<file path="src/sv/column_block_minmax_int_assert.svh">
// ----------------------------------------------------------------------------
// column_block_minmax_int assertion macros
// Concurrent assertion wrappers; define ASSERT_OFF to compile them away.
// ----------------------------------------------------------------------------
`ifndef COLUMN_BLOCK_MINMAX_INT_ASSERT_SVH
`define COLUMN_BLOCK_MINMAX_INT_ASSERT_SVH

`ifndef ASSERT_OFF

// Check a property at every clock edge outside reset
`define CBMM_ASSERT(lbl, clk, rst_n, prop) \
    lbl: assert property (@(posedge clk) disable iff (!rst_n) (prop)) \
        else $error("assertion failed");

// Check that a condition is followed by a consequence in the next cycle
`define CBMM_ASSERT_NEXT(lbl, clk, rst_n, ante, cons) \
    lbl: assert property (@(posedge clk) disable iff (!rst_n) (ante) |=> (cons)) \
        else $error("assertion failed");

`else

`define CBMM_ASSERT(lbl, clk, rst_n, prop)
`define CBMM_ASSERT_NEXT(lbl, clk, rst_n, ante, cons)

`endif

`endif

</file>
<file path="src/sv/cbmm_pkg.sv">
// ----------------------------------------------------------------------------
// cbmm_pkg
// Shared types, codes and sizes of the column min/max block.
// ----------------------------------------------------------------------------
package cbmm_pkg;

    // Column type codes
    localparam logic [1:0] COL_INT32 = 2'd0;
    localparam logic [1:0] COL_INT64 = 2'd1;
    localparam logic [1:0] COL_FP32  = 2'd2;
    localparam logic [1:0] COL_FP64  = 2'd3;

    localparam logic [1:0] COL_TYPE_RESET = COL_INT64;

    // Status codes
    localparam logic STATUS_OK       = 1'b0;
    localparam logic STATUS_ALL_NULL = 1'b1;

    // Default queue depths
    localparam int MID_DEPTH = 4;
    localparam int OUT_DEPTH = 2;

    // One decoded row between front and back
    typedef struct packed {
        logic signed [63:0] value;
        logic               is_null;
        logic               last_row;
    } t_row;

    // One zone-map result
    typedef struct packed {
        logic               status;
        logic signed [63:0] min_value;
        logic signed [63:0] max_value;
    } t_result;

endpackage

</file>
<file path="src/sv/column_block_minmax_int.sv">
// ----------------------------------------------------------------------------
// column_block_minmax_int
// Zone-map min/max entry builder for one column of a block.
// ----------------------------------------------------------------------------
// Usage:
//   Rows enter on a queue-style port: a beat is taken at a clock edge with
//   push high and full low. Each beat carries the raw value bits, a null
//   flag and a last-row flag. Non-null rows are decoded per column_type
//   (int32, int64, float32 or float64 bits) and folded into min/max.
//   A last-row beat produces one result (status, min, max), read at the
//   result port: valid while empty is low, taken when pop is high.
//   column_type is written through i_cfg_valid/o_cfg_ready (always ready). The user
//   writes it only while idle; the block itself does not enforce this.
//   Throughput: one row per cycle while full is low, set by the min/max fold
//   register in the back end. A last row is registered in the front queue, then
//   its result in the result queue. When the receiver stalls, the result queue
//   fills, the back end holds at the next block end and the front queue fills
//   until full rises; rows in the middle of a block keep flowing while results wait.
//   Reset clears both queues and the running state; column_type returns to int64.
// ----------------------------------------------------------------------------
module column_block_minmax_int #(
    parameter int MID_DEPTH = cbmm_pkg::MID_DEPTH,
    parameter int OUT_DEPTH = cbmm_pkg::OUT_DEPTH
) (
    input  logic        i_clk,
    input  logic        i_rst_n,
    input  logic        i_cfg_valid,
    output logic        o_cfg_ready,
    input  logic [1:0]  i_cfg_data,
    input  logic        push,
    output logic        full,
    input  logic [63:0] i_row_value,
    input  logic        i_is_null,
    input  logic        i_last_row,
    output logic        empty,
    input  logic        pop,
    output logic               o_status,
    output logic signed [63:0] o_min_value,
    output logic signed [63:0] o_max_value
);

    import cbmm_pkg::*;

    t_row    front_row;
    t_row    mid_row;
    logic    mid_empty;
    logic    mid_pop;
    t_result back_res;
    logic    back_push;
    logic    res_full;
    t_result out_res;

    assign o_cfg_ready = 1'b1;

    // Decode rows and hold the column type
    cbmm_front u_front (
        .i_clk       (i_clk),
        .i_rst_n     (i_rst_n),
        .i_cfg_we    (i_cfg_valid && o_cfg_ready),
        .i_cfg_data  (i_cfg_data),
        .i_row_value (i_row_value),
        .i_is_null   (i_is_null),
        .i_last_row  (i_last_row),
        .o_row       (front_row)
    );

    // Decouple front and back
    cbmm_queue #(
        .DEPTH (MID_DEPTH),
        .WIDTH ($bits(t_row))
    ) u_mid_queue (
        .i_clk   (i_clk),
        .i_rst_n (i_rst_n),
        .i_push  (push),
        .i_data  (front_row),
        .o_full  (full),
        .i_pop   (mid_pop),
        .o_data  (mid_row),
        .o_empty (mid_empty)
    );

    // Fold rows into min/max
    cbmm_back u_back (
        .i_clk       (i_clk),
        .i_rst_n     (i_rst_n),
        .i_row       (mid_row),
        .i_row_empty (mid_empty),
        .o_row_pop   (mid_pop),
        .o_res       (back_res),
        .o_res_push  (back_push),
        .i_res_full  (res_full)
    );

    // Hold results for the receiver
    cbmm_queue #(
        .DEPTH (OUT_DEPTH),
        .WIDTH ($bits(t_result))
    ) u_out_queue (
        .i_clk   (i_clk),
        .i_rst_n (i_rst_n),
        .i_push  (back_push),
        .i_data  (back_res),
        .o_full  (res_full),
        .i_pop   (pop),
        .o_data  (out_res),
        .o_empty (empty)
    );

    assign o_status    = out_res.status;
    assign o_min_value = out_res.min_value;
    assign o_max_value = out_res.max_value;

endmodule

</file>
<file path="src/sv/cbmm_queue.sv">
// ----------------------------------------------------------------------------
// cbmm_queue
// Small register queue with push/full and pop/empty handshakes.
// ----------------------------------------------------------------------------
`include "column_block_minmax_int_assert.svh"

module cbmm_queue #(
    parameter int DEPTH = 2,
    parameter int WIDTH = 1
) (
    input  logic             i_clk,
    input  logic             i_rst_n,
    input  logic             i_push,
    input  logic [WIDTH-1:0] i_data,
    output logic             o_full,
    input  logic             i_pop,
    output logic [WIDTH-1:0] o_data,
    output logic             o_empty
);

    localparam int PW = (DEPTH > 1) ? $clog2(DEPTH) : 1;
    localparam int CW = $clog2(DEPTH + 1);

    logic [WIDTH-1:0] r_mem [DEPTH];
    logic [PW-1:0]    r_wr_ptr, n_wr_ptr;
    logic [PW-1:0]    r_rd_ptr, n_rd_ptr;
    logic [CW-1:0]    r_count, n_count;
    logic             wr_en;
    logic             rd_en;

    assign o_full  = (r_count == CW'(DEPTH));
    assign o_empty = (r_count == '0);
    assign o_data  = r_mem[r_rd_ptr];

    assign wr_en = i_push && !o_full;
    assign rd_en = i_pop && !o_empty;

    // Advance pointers with wrap at the depth
    always_comb begin
        n_wr_ptr = r_wr_ptr;
        n_rd_ptr = r_rd_ptr;
        n_count  = r_count;
        if (wr_en) begin
            n_wr_ptr = (r_wr_ptr == PW'(DEPTH - 1)) ? '0 : r_wr_ptr + 1'b1;
        end
        if (rd_en) begin
            n_rd_ptr = (r_rd_ptr == PW'(DEPTH - 1)) ? '0 : r_rd_ptr + 1'b1;
        end
        if (wr_en && !rd_en) begin
            n_count = r_count + 1'b1;
        end else if (rd_en && !wr_en) begin
            n_count = r_count - 1'b1;
        end
    end

    always_ff @(posedge i_clk) begin
        if (!i_rst_n) begin
            r_wr_ptr <= '0;
            r_rd_ptr <= '0;
            r_count  <= '0;
        end else begin
            r_wr_ptr <= n_wr_ptr;
            r_rd_ptr <= n_rd_ptr;
            r_count  <= n_count;
        end
    end

    // Store the pushed beat
    always_ff @(posedge i_clk) begin
        if (wr_en) begin
            r_mem[r_wr_ptr] <= i_data;
        end
    end

    `CBMM_ASSERT(a_count_bound, i_clk, i_rst_n, r_count <= CW'(DEPTH))
    `CBMM_ASSERT_NEXT(a_count_up, i_clk, i_rst_n, wr_en && !rd_en,
                      r_count == $past(r_count) + 1'b1)
    `CBMM_ASSERT(a_ptr_match, i_clk, i_rst_n,
                 (r_wr_ptr == r_rd_ptr) == (r_count == '0 || r_count == CW'(DEPTH)))

endmodule

</file>
<file path="src/sv/cbmm_front.sv">
// ----------------------------------------------------------------------------
// cbmm_front
// Holds the column type and decodes each row value to a signed 64-bit integer.
// ----------------------------------------------------------------------------
module cbmm_front (
    input  logic          i_clk,
    input  logic          i_rst_n,
    input  logic          i_cfg_we,
    input  logic [1:0]    i_cfg_data,
    input  logic [63:0]   i_row_value,
    input  logic          i_is_null,
    input  logic          i_last_row,
    output cbmm_pkg::t_row o_row
);

    import cbmm_pkg::*;

    logic [1:0] r_column_type;

    // Decode raw bits by column type; floats truncate toward zero, saturate
    function automatic logic [63:0] f_decode(logic [1:0] ctype, logic [63:0] raw);
        logic        sgn;
        logic [10:0] expo;
        logic [51:0] frac;
        logic        expo_max;
        logic [10:0] bias;
        logic [10:0] ue;
        logic [63:0] sig;
        logic [63:0] mag;
        logic [63:0] sat;
        logic [63:0] res;
        sgn      = raw[63];
        expo     = raw[62:52];
        frac     = raw[51:0];
        expo_max = &raw[62:52];
        bias     = 11'd1023;
        res      = raw;
        if (ctype == COL_FP32) begin
            sgn      = raw[31];
            expo     = {3'b000, raw[30:23]};
            frac     = {raw[22:0], 29'd0};
            expo_max = &raw[30:23];
            bias     = 11'd127;
        end
        ue  = expo - bias;
        sig = {11'd0, 1'b1, frac};
        if (ue >= 11'd52) begin
            mag = sig << (ue - 11'd52);
        end else begin
            mag = sig >> (11'd52 - ue);
        end
        sat = sgn ? 64'h8000_0000_0000_0000 : 64'h7FFF_FFFF_FFFF_FFFF;
        case (ctype)
            COL_INT32: begin
                res = {{32{raw[31]}}, raw[31:0]};
            end
            COL_INT64: begin
                res = raw;
            end
            default: begin
                if (expo_max) begin
                    res = (frac != '0) ? 64'd0 : sat;
                end else if (expo < bias) begin
                    res = 64'd0;
                end else if (ue >= 11'd63) begin
                    res = sat;
                end else begin
                    res = sgn ? (64'd0 - mag) : mag;
                end
            end
        endcase
        return res;
    endfunction

    // Hold the column type between writes
    always_ff @(posedge i_clk) begin
        if (!i_rst_n) begin
            r_column_type <= COL_TYPE_RESET;
        end else if (i_cfg_we) begin
            r_column_type <= i_cfg_data;
        end
    end

    // Classify the incoming row
    always_comb begin
        o_row.value    = $signed(f_decode(r_column_type, i_row_value));
        o_row.is_null  = i_is_null;
        o_row.last_row = i_last_row;
    end

endmodule

</file>
<file path="src/sv/cbmm_back.sv">
// ----------------------------------------------------------------------------
// cbmm_back
// Folds decoded rows into the running min/max and emits one result per block.
// ----------------------------------------------------------------------------
module cbmm_back (
    input  logic              i_clk,
    input  logic              i_rst_n,
    input  cbmm_pkg::t_row    i_row,
    input  logic              i_row_empty,
    output logic              o_row_pop,
    output cbmm_pkg::t_result o_res,
    output logic              o_res_push,
    input  logic              i_res_full
);

    import cbmm_pkg::*;

    logic signed [63:0] r_min, n_min;
    logic signed [63:0] r_max, n_max;
    logic               r_seen, n_seen;
    logic signed [63:0] fold_min, fold_max;
    logic               fold_seen;

    // Pop unless a block end would find the result queue full
    assign o_row_pop  = !i_row_empty && (!i_row.last_row || !i_res_full);
    assign o_res_push = o_row_pop && i_row.last_row;

    // Fold one row
    always_comb begin
        fold_min  = r_min;
        fold_max  = r_max;
        fold_seen = r_seen;
        if (!i_row.is_null) begin
            fold_seen = 1'b1;
            if (!r_seen) begin
                fold_min = i_row.value;
                fold_max = i_row.value;
            end else begin
                if (i_row.value < r_min) begin
                    fold_min = i_row.value;
                end
                if (r_max < i_row.value) begin
                    fold_max = i_row.value;
                end
            end
        end
    end

    // Build the result and clear state at the block end
    always_comb begin
        o_res.status    = fold_seen ? STATUS_OK : STATUS_ALL_NULL;
        o_res.min_value = fold_seen ? fold_min : 64'sd0;
        o_res.max_value = fold_seen ? fold_max : 64'sd0;
        n_min  = r_min;
        n_max  = r_max;
        n_seen = r_seen;
        if (o_row_pop) begin
            if (i_row.last_row) begin
                n_min  = 64'sd0;
                n_max  = 64'sd0;
                n_seen = 1'b0;
            end else begin
                n_min  = fold_min;
                n_max  = fold_max;
                n_seen = fold_seen;
            end
        end
    end

    always_ff @(posedge i_clk) begin
        if (!i_rst_n) begin
            r_min  <= 64'sd0;
            r_max  <= 64'sd0;
            r_seen <= 1'b0;
        end else begin
            r_min  <= n_min;
            r_max  <= n_max;
            r_seen <= n_seen;
        end
    end

endmodule
</file>
<file path="config.mk">
export PLATFORM = sky130hd
export DESIGN_NAME = column_block_minmax_int
export DESIGN_NICKNAME = d
export VERILOG_FILES = /design/src/sv/cbmm_pkg.sv /design/src/sv/column_block_minmax_int.sv /design/src/sv/cbmm_queue.sv /design/src/sv/cbmm_front.sv /design/src/sv/cbmm_back.sv
export VERILOG_INCLUDE_DIRS = /design/src /design/src/sv
export SDC_FILE = /design/constraint.sdc
export NUM_CORES = 2
export LEC_CHECK = 0
export BUFFER_PORTS_ARGS = -buffer_cell sky130_fd_sc_hd__buf_2
export CAP_MARGIN = 20
export CORE_UTILIZATION = 35
export DETAILED_ROUTE_END_ITERATION = 10
export GPL_TIMING_DRIVEN = 0
export HOLD_SLACK_MARGIN = 0.15
export PLACE_DENSITY_LB_ADDON = 0.3
export SYNTH_ARGS = -nofsm -noshare
export SYNTH_HDL_FRONTEND = slang
export SYNTH_SLANG_ARGS = --single-unit
</file>
<file path="constraint.sdc">
create_clock -name i_clk -period 19.91 [get_ports i_clk]
set_clock_uncertainty 0.2 [all_clocks]
set_input_delay 0 -clock i_clk [delete_from_list [all_inputs] [get_ports i_clk]]
set_output_delay 0 -clock i_clk [all_outputs]
set_load 0.005 [all_outputs]
</file>
# Word level (Yosys, flattened, before mapping)

Memories as Yosys holds them, arrays and structs flattened. A register that Yosys moved wholly into a read port is not among the register bits.
Index checks and enable logic that the tools add are counted.
Widths: inputs -> output; s select.

Bits in registers: 142
Memory bits (writable): 522
Input port bits: 73
Output and inout port bits: 132
Word-level logic and storage cells: 107
Memories: 2

Memories:

| memory            | words | width | rd ports | clocked after Yosys merged registers in | wr ports | line             | RTL |
|---|---|---|---|---|---|---|---|
| u_mid_queue.r_mem | 4     | 66    | 1        | 1                                       | 1        | cbmm_queue.sv:24 | `logic [WIDTH-1:0] r_mem [DEPTH];` |
| u_out_queue.r_mem | 2     | 129   | 1        | 1                                       | 1        | cbmm_queue.sv:24 |  |

Add/sub/neg operators: 12
Order comparisons: 5
Equal/unequal tests: 6
Shift-type cells: 2
Mux-type cells: 42
Reductions and logical operators: 28

Operators by type and width:

| kind                  | count |
|---|---|
| $mux 64               | 17 |
| $lt 64x64->1          | 2 |
| $pmux 64 s2           | 1 |
| $shl 53x11->64        | 1 |
| $shr 53x11->64        | 1 |
| $sub 1x64->64 const A | 1 |
| $mux 52               | 1 |
| $reduce_bool 52->1    | 1 |
| $ge 11x6->1 const B   | 2 |
| $mux 1                | 13 |
| $mux 2                | 6 |
| $lt 11x10->1          | 1 |
| $mux 11               | 1 |
| $reduce_and 11->1     | 1 |
| $sub 11x10->11        | 1 |
| $sub 11x6->11 const B | 1 |
| $sub 6x11->11 const A | 1 |
| $logic_and 1x1->1     | 10 |
| $mux 10               | 1 |
| $logic_not 1->1       | 9 |
| $eq 2x2->1 const B    | 4 |
| $reduce_and 8->1      | 1 |
| $add 2x1->2 const B   | 3 |
| $mux 3                | 2 |
| 10 further kinds      | 13 |

# Depth between registers and ports, before layout

Depth in word-level cells: 12
Gate-level depth with buffers: 35
Depth with buffers taken out: 26

# Modules after synthesis

From an unflattened synthesis, not the netlist that was laid out.

Cell total of the unflattened synthesis: 4131
Area total of the unflattened synthesis: 43970.9 sq um

Modules (own cells, without submodules):

| module                   | instances | cells an instance | area each (sq um) | sequential area each (sq um) |
|---|---|---|---|---|
| cbmm_front               | 1         | 2153              | 14076.0           | 40.0 |
| cbmm_back                | 1         | 1155              | 10316.1           | 2582.5 |
| cbmm_queue (u_mid_queue) | 1         | 395               | 9993.3            | 8107.8 |
| cbmm_queue (u_out_queue) | 1         | 426               | 9574.2            | 7847.5 |
| column_block_minmax_int  | 1         | 2                 | 11.3              | 0.0 |

# Worst setup path after synthesis

Ideal clock, no wire load.

Kind: flip-flop to flip-flop
Start point: register u_front.r_column_type[1]
End point: memory u_mid_queue.r_mem[0][42] (netlist name) (data pin)
Library setup time: 217 ps
Arrival time: 7790 ps
Required time: 19493 ps
Slack: 11704 ps
Stages on the path, launching flop included: 36
Buffers on the path: 9
Period minus slack after synthesis: 8206 ps
Cell sequence: dfxtp_1 > nor2b_1 > buf_2 > buf_1 > mux2i_1 > inv_1 > buf_2 > buf_1 > ha_1 > clkbuf_1 > and2_1 > mux2_2 > nor2_2 > clkbuf_1 > clkbuf_1 > ha_1 > and2_1 > nor2_1 > xnor3_1 > nor4_1 > nor2_1 > nor3_1 > buf_2 > a21oi_1 > o21ai_0 > a22o_1 > inv_1 > ha_1 > inv_1 > or2_1 > or2_1 > or2_1 > buf_2 > o41ai_2 > xor2_1 > a211oi_1

RTL lines:

| what                   | line             | RTL |
|---|---|---|
| from (decl)            | cbmm_front.sv:18 | `logic [1:0] r_column_type;` |
| from (signal assigned) | cbmm_front.sv:80 | `r_column_type <= i_cfg_data;` |
| to (decl)              | cbmm_queue.sv:24 |  |

==> flow_metrics.env <==
export IMPL_grt_first_pass_wirelength_um=253000
export IMPL_hp_class="in -> reg"
export IMPL_areaGrowthSynthToFinish_pct=13.7
export IMPL_ios=205
export IMPL_dieArea_um2=121000
export IMPL_final_nets=4550
export IMPL_grt_pass1_vias=35100
export IMPL_postLayoutCoreUtil=0.402
export IMPL_drc_errors=0
export IMPL_wirelength_met1_um=71900
export IMPL_clock_fmax_mhz=72.9
export IMPL_drive_gt1_frac=0.158
export IMPL_p_switching_w=0.00252
export IMPL_cts_max_path_buffers=3
export IMPL_cts_tree="built"
export IMPL_cp_common_cell="clkbuf_1"
export IMPL_synth_edf_count=522
export IMPL_combPwrFrac=0.480
export IMPL_vias_per_cell=6.07
export IMPL_min_period_over_period=0.689
export IMPL_clk_pin_slew_worst_paths_ns=0.06
export IMPL_async_flop_share=0
export IMPL_fin_setup_tns_ns=0
export IMPL_fillers=11600
export IMPL_drtPass1Iterations=6
export IMPL_ys_seq_elements=667
export IMPL_outcome="finished clean"
export IMPL_placed_area_um2=45100
export IMPL_setup_viol=0
export IMPL_cts_num_sinks=667
export IMPL_ant_nets=0
export IMPL_setup_slack_ns=6.19
export IMPL_switching_share=0.411
export IMPL_tightest_slew_ns=1.31
export IMPL_synthFlopType="edfxtp_1"
export IMPL_grt_total_usage=0.288
export IMPL_place_ws_ns=6.83
export IMPL_netlist_area_um2=41700
export IMPL_cts_setup_buffers=0
export IMPL_core_um2=118000
export IMPL_dr_first_iter_drc_count=3692
export IMPL_wl_met3_um=12300
export IMPL_layout_common_cells="edfxtp_1, a21oi_1, nand2_1"
export IMPL_root_buffer="clkbuf_16"
export IMPL_grt_antenna_before_repair=3
export IMPL_seqPwrFrac=0.336
export IMPL_relSlewSlack=0.129
export IMPL_port_buffers=188
export IMPL_numCtsBuffers=58
export IMPL_final_area_um2=47500
export IMPL_avgSynthCellArea_um2=10.4
export IMPL_routedWlPerCell_um=30.1
export IMPL_irDropWorstVdd_uv=82.2
export IMPL_post_synth_inst_count=4008
export IMPL_yosysSeqAreaShare=0.445
export IMPL_htreeDepth=2
export IMPL_min_from="i_row_value[39]"
export IMPL_cp_max_fo=12
export IMPL_top_layer_used="met5"
export IMPL_critPathLaunch="u_front.r_column_type[1]"
export IMPL_clk_latency_ns=0.64
export IMPL_grt_max_degree=57
export IMPL_critPathCaptureType="flop"
export IMPL_rows=126
export IMPL_die_w_um=347
export IMPL_leakagePower_nw=17.4
export IMPL_rsz0062_at_grt="false"
export IMPL_vias=36000
export IMPL_maxCapViolations=0
export IMPL_drv_slew=0
export IMPL_timing_hold_violations_final=0
export IMPL_crit_path_max_incr_delay_ns=0.89
export IMPL_start_util=0.353
export IMPL_routed_wl_met2_um=80900
export IMPL_synth_cell_types=99
export IMPL_period_needed_ns=13.72
export IMPL_timing_worst_setup_path_type="reg -> reg"
export IMPL_power_density_nw_per_um2=129
export IMPL_synth_fp_nets=4223
export IMPL_grt_overflow=0
export IMPL_worstPathArrival_ns=13.86
export IMPL_r2r_start="u_front.r_column_type[1]"
export IMPL_crit_required_ns=20.05
export IMPL_slowest_stage="nor4_2"
export IMPL_hpwl_um=140000
export IMPL_p_int_w=0.00361
export IMPL_critPathLaunchType="flop"
export IMPL_chipHeight_um=347
export IMPL_wl_um=178000
export IMPL_final_common_cell="edfxtp_1"
export IMPL_p_clk_frac=0.184
export IMPL_yosysWarnings=0
export IMPL_gp_congestion=1.05
what timing repair did:
item                                   in CTS  in global routing
endpoints found under the hold margin     202                  0
gates resized for setup                     0                  0
hold buffers                               47                  0
kinds of logic (layout without fill, tap and decap cells):
logic type / count (synthesis) / in the layout / synth area share
and+or+nand+nor: 1050 / 1050 / 0.123
adders and majority gates: 142 / 142 / 0.0427
DFF: 667 / 667 / 0.445
other: 1 / 5 / 0.0000898
buffers and inverters: 491 / 867 / 0.0460
AOI/OAI and AO/OA: 1096 / 1096 / 0.172
xor gates and xnor gates: 66 / 66 / 0.0145
muxes: 495 / 495 / 0.157
synthesized netlist by cell type (all sizes together), types with 9 or more instances:
| cell | count | area share |
|---|---|---|
| o31ai | 17 | 0.0031 |
| nand3 | 84 | 0.010 |
| a22o | 140 | 0.029 |
| nand2 | 350 | 0.032 |
| or2 | 12 | 0.0018 |
| o221ai | 9 | 0.0019 |
| o22ai | 25 | 0.0037 |
| a21oi | 406 | 0.049 |
| nand4 | 56 | 0.0091 |
| xnor2 | 33 | 0.0069 |
| clkbuf | 244 | 0.022 |
| o32ai | 10 | 0.0021 |
| or3 | 26 | 0.0039 |
| a211oi | 60 | 0.011 |
| buf | 81 | 0.0091 |
| nor2b | 43 | 0.0064 |
| or4 | 15 | 0.0027 |
| a21boi | 13 | 0.0023 |
| a21o | 40 | 0.0072 |
| inv | 165 | 0.015 |
| nor3 | 77 | 0.0097 |
| mux2i | 201 | 0.048 |
| o211ai | 36 | 0.0065 |
| a41oi | 11 | 0.0023 |
| and3 | 24 | 0.0036 |
| mux4 | 108 | 0.058 |
| dfxtp | 145 | 0.070 |
| a211o | 12 | 0.0025 |
| a31oi | 39 | 0.0058 |
| a22oi | 15 | 0.0027 |
| ha | 141 | 0.042 |
| o21ai | 148 | 0.018 |
| edfxtp | 522 | 0.38 |
| xor2 | 31 | 0.0065 |
| o21a | 22 | 0.0040 |
| mux2 | 186 | 0.050 |
| nand2b | 32 | 0.0050 |
| nor4 | 38 | 0.0069 |
| nor2 | 242 | 0.022 |
| and2 | 22 | 0.0033 |
power groups by stage:
stage / clock [W] / combinational, W / sequential, W
after floorplan: 0 / 0.00180 / 0.00209
after global placement: 0 / 0.00284 / 0.00214
after detailed placement: 0 / 0.00290 / 0.00209
after CTS: 0.00115 / 0.00292 / 0.00206
after global routing: 0.00119 / 0.00319 / 0.00209
final: 0.00112 / 0.00294 / 0.00206
flip-flops by register name (all words and copies together), names as in the netlist, named ones only:
name,count
u_out_queue.r_count,2
u_back.r_max,64
u_mid_queue.r_mem,264
u_out_queue.r_wr_ptr,1
u_out_queue.r_rd_ptr,1
u_back.r_min,64
u_mid_queue.r_wr_ptr,2
u_back.r_seen,1
u_mid_queue.r_rd_ptr,2
u_front.r_column_type,2
u_mid_queue.r_count,3
u_out_queue.r_mem,258
layout make-up:
type	count	area (um^2)	area share
well taps	1536	1920	0.0405
inverters	166	623	0.0131
plain buffers	325	1290	0.0273
clock inverters	39	359	0.00757
multi-input cells	2850	21300	0.449
diodes	4	10.0	0.000211
repair buffers	267	1870	0.0393
clock buffers	70	1520	0.0320
flip-flops and latches	667	18600	0.391
worst max-delay path, delay by kind of cell, from the launching register on:
family          cells  cell delay [ns]
mux                 2             0.94
compound gates      5             1.96
flops               1             0.32
fa+ha+maj           2             0.82
buf+inv            12             6.20
xor+xnor            1             0.28
simple gates        6             2.63
per-layer routing:
metal	track usage	up-vias
li1	-	15900
met2	0.464	1750
met4	0.181	4
met3	0.0409	510
met5	0	-
met1	0.365	17800
path summary, 6_finish.rpt:
kind                                                 end  slack [ns]  depth (start not counted)
worst min register to register           u_back.r_max[0]        0.28                          1
worst max-delay path            u_mid_queue.r_mem[1][57]        6.19                         28
worst max register to register  u_mid_queue.r_mem[1][57]        6.19                         28
worst min-delay path            u_mid_queue.r_mem[2][41]        0.23                          4
stage by stage:
stage / power (W) / hold WS [ns] / instances
floorplan: 0.00388 / -0.101 / 4008
global placement: 0.00498 / 0.0170 / 5732
detailed placement: 0.00499 / 0.0174 / 5763
CTS: 0.00613 / 0.151 / 5919
global route: 0.00647 / 0.206 / 5920
finish: 0.00612 / 0.229 / 5924
No activity file was read; power rests on OpenSTA's default activity.
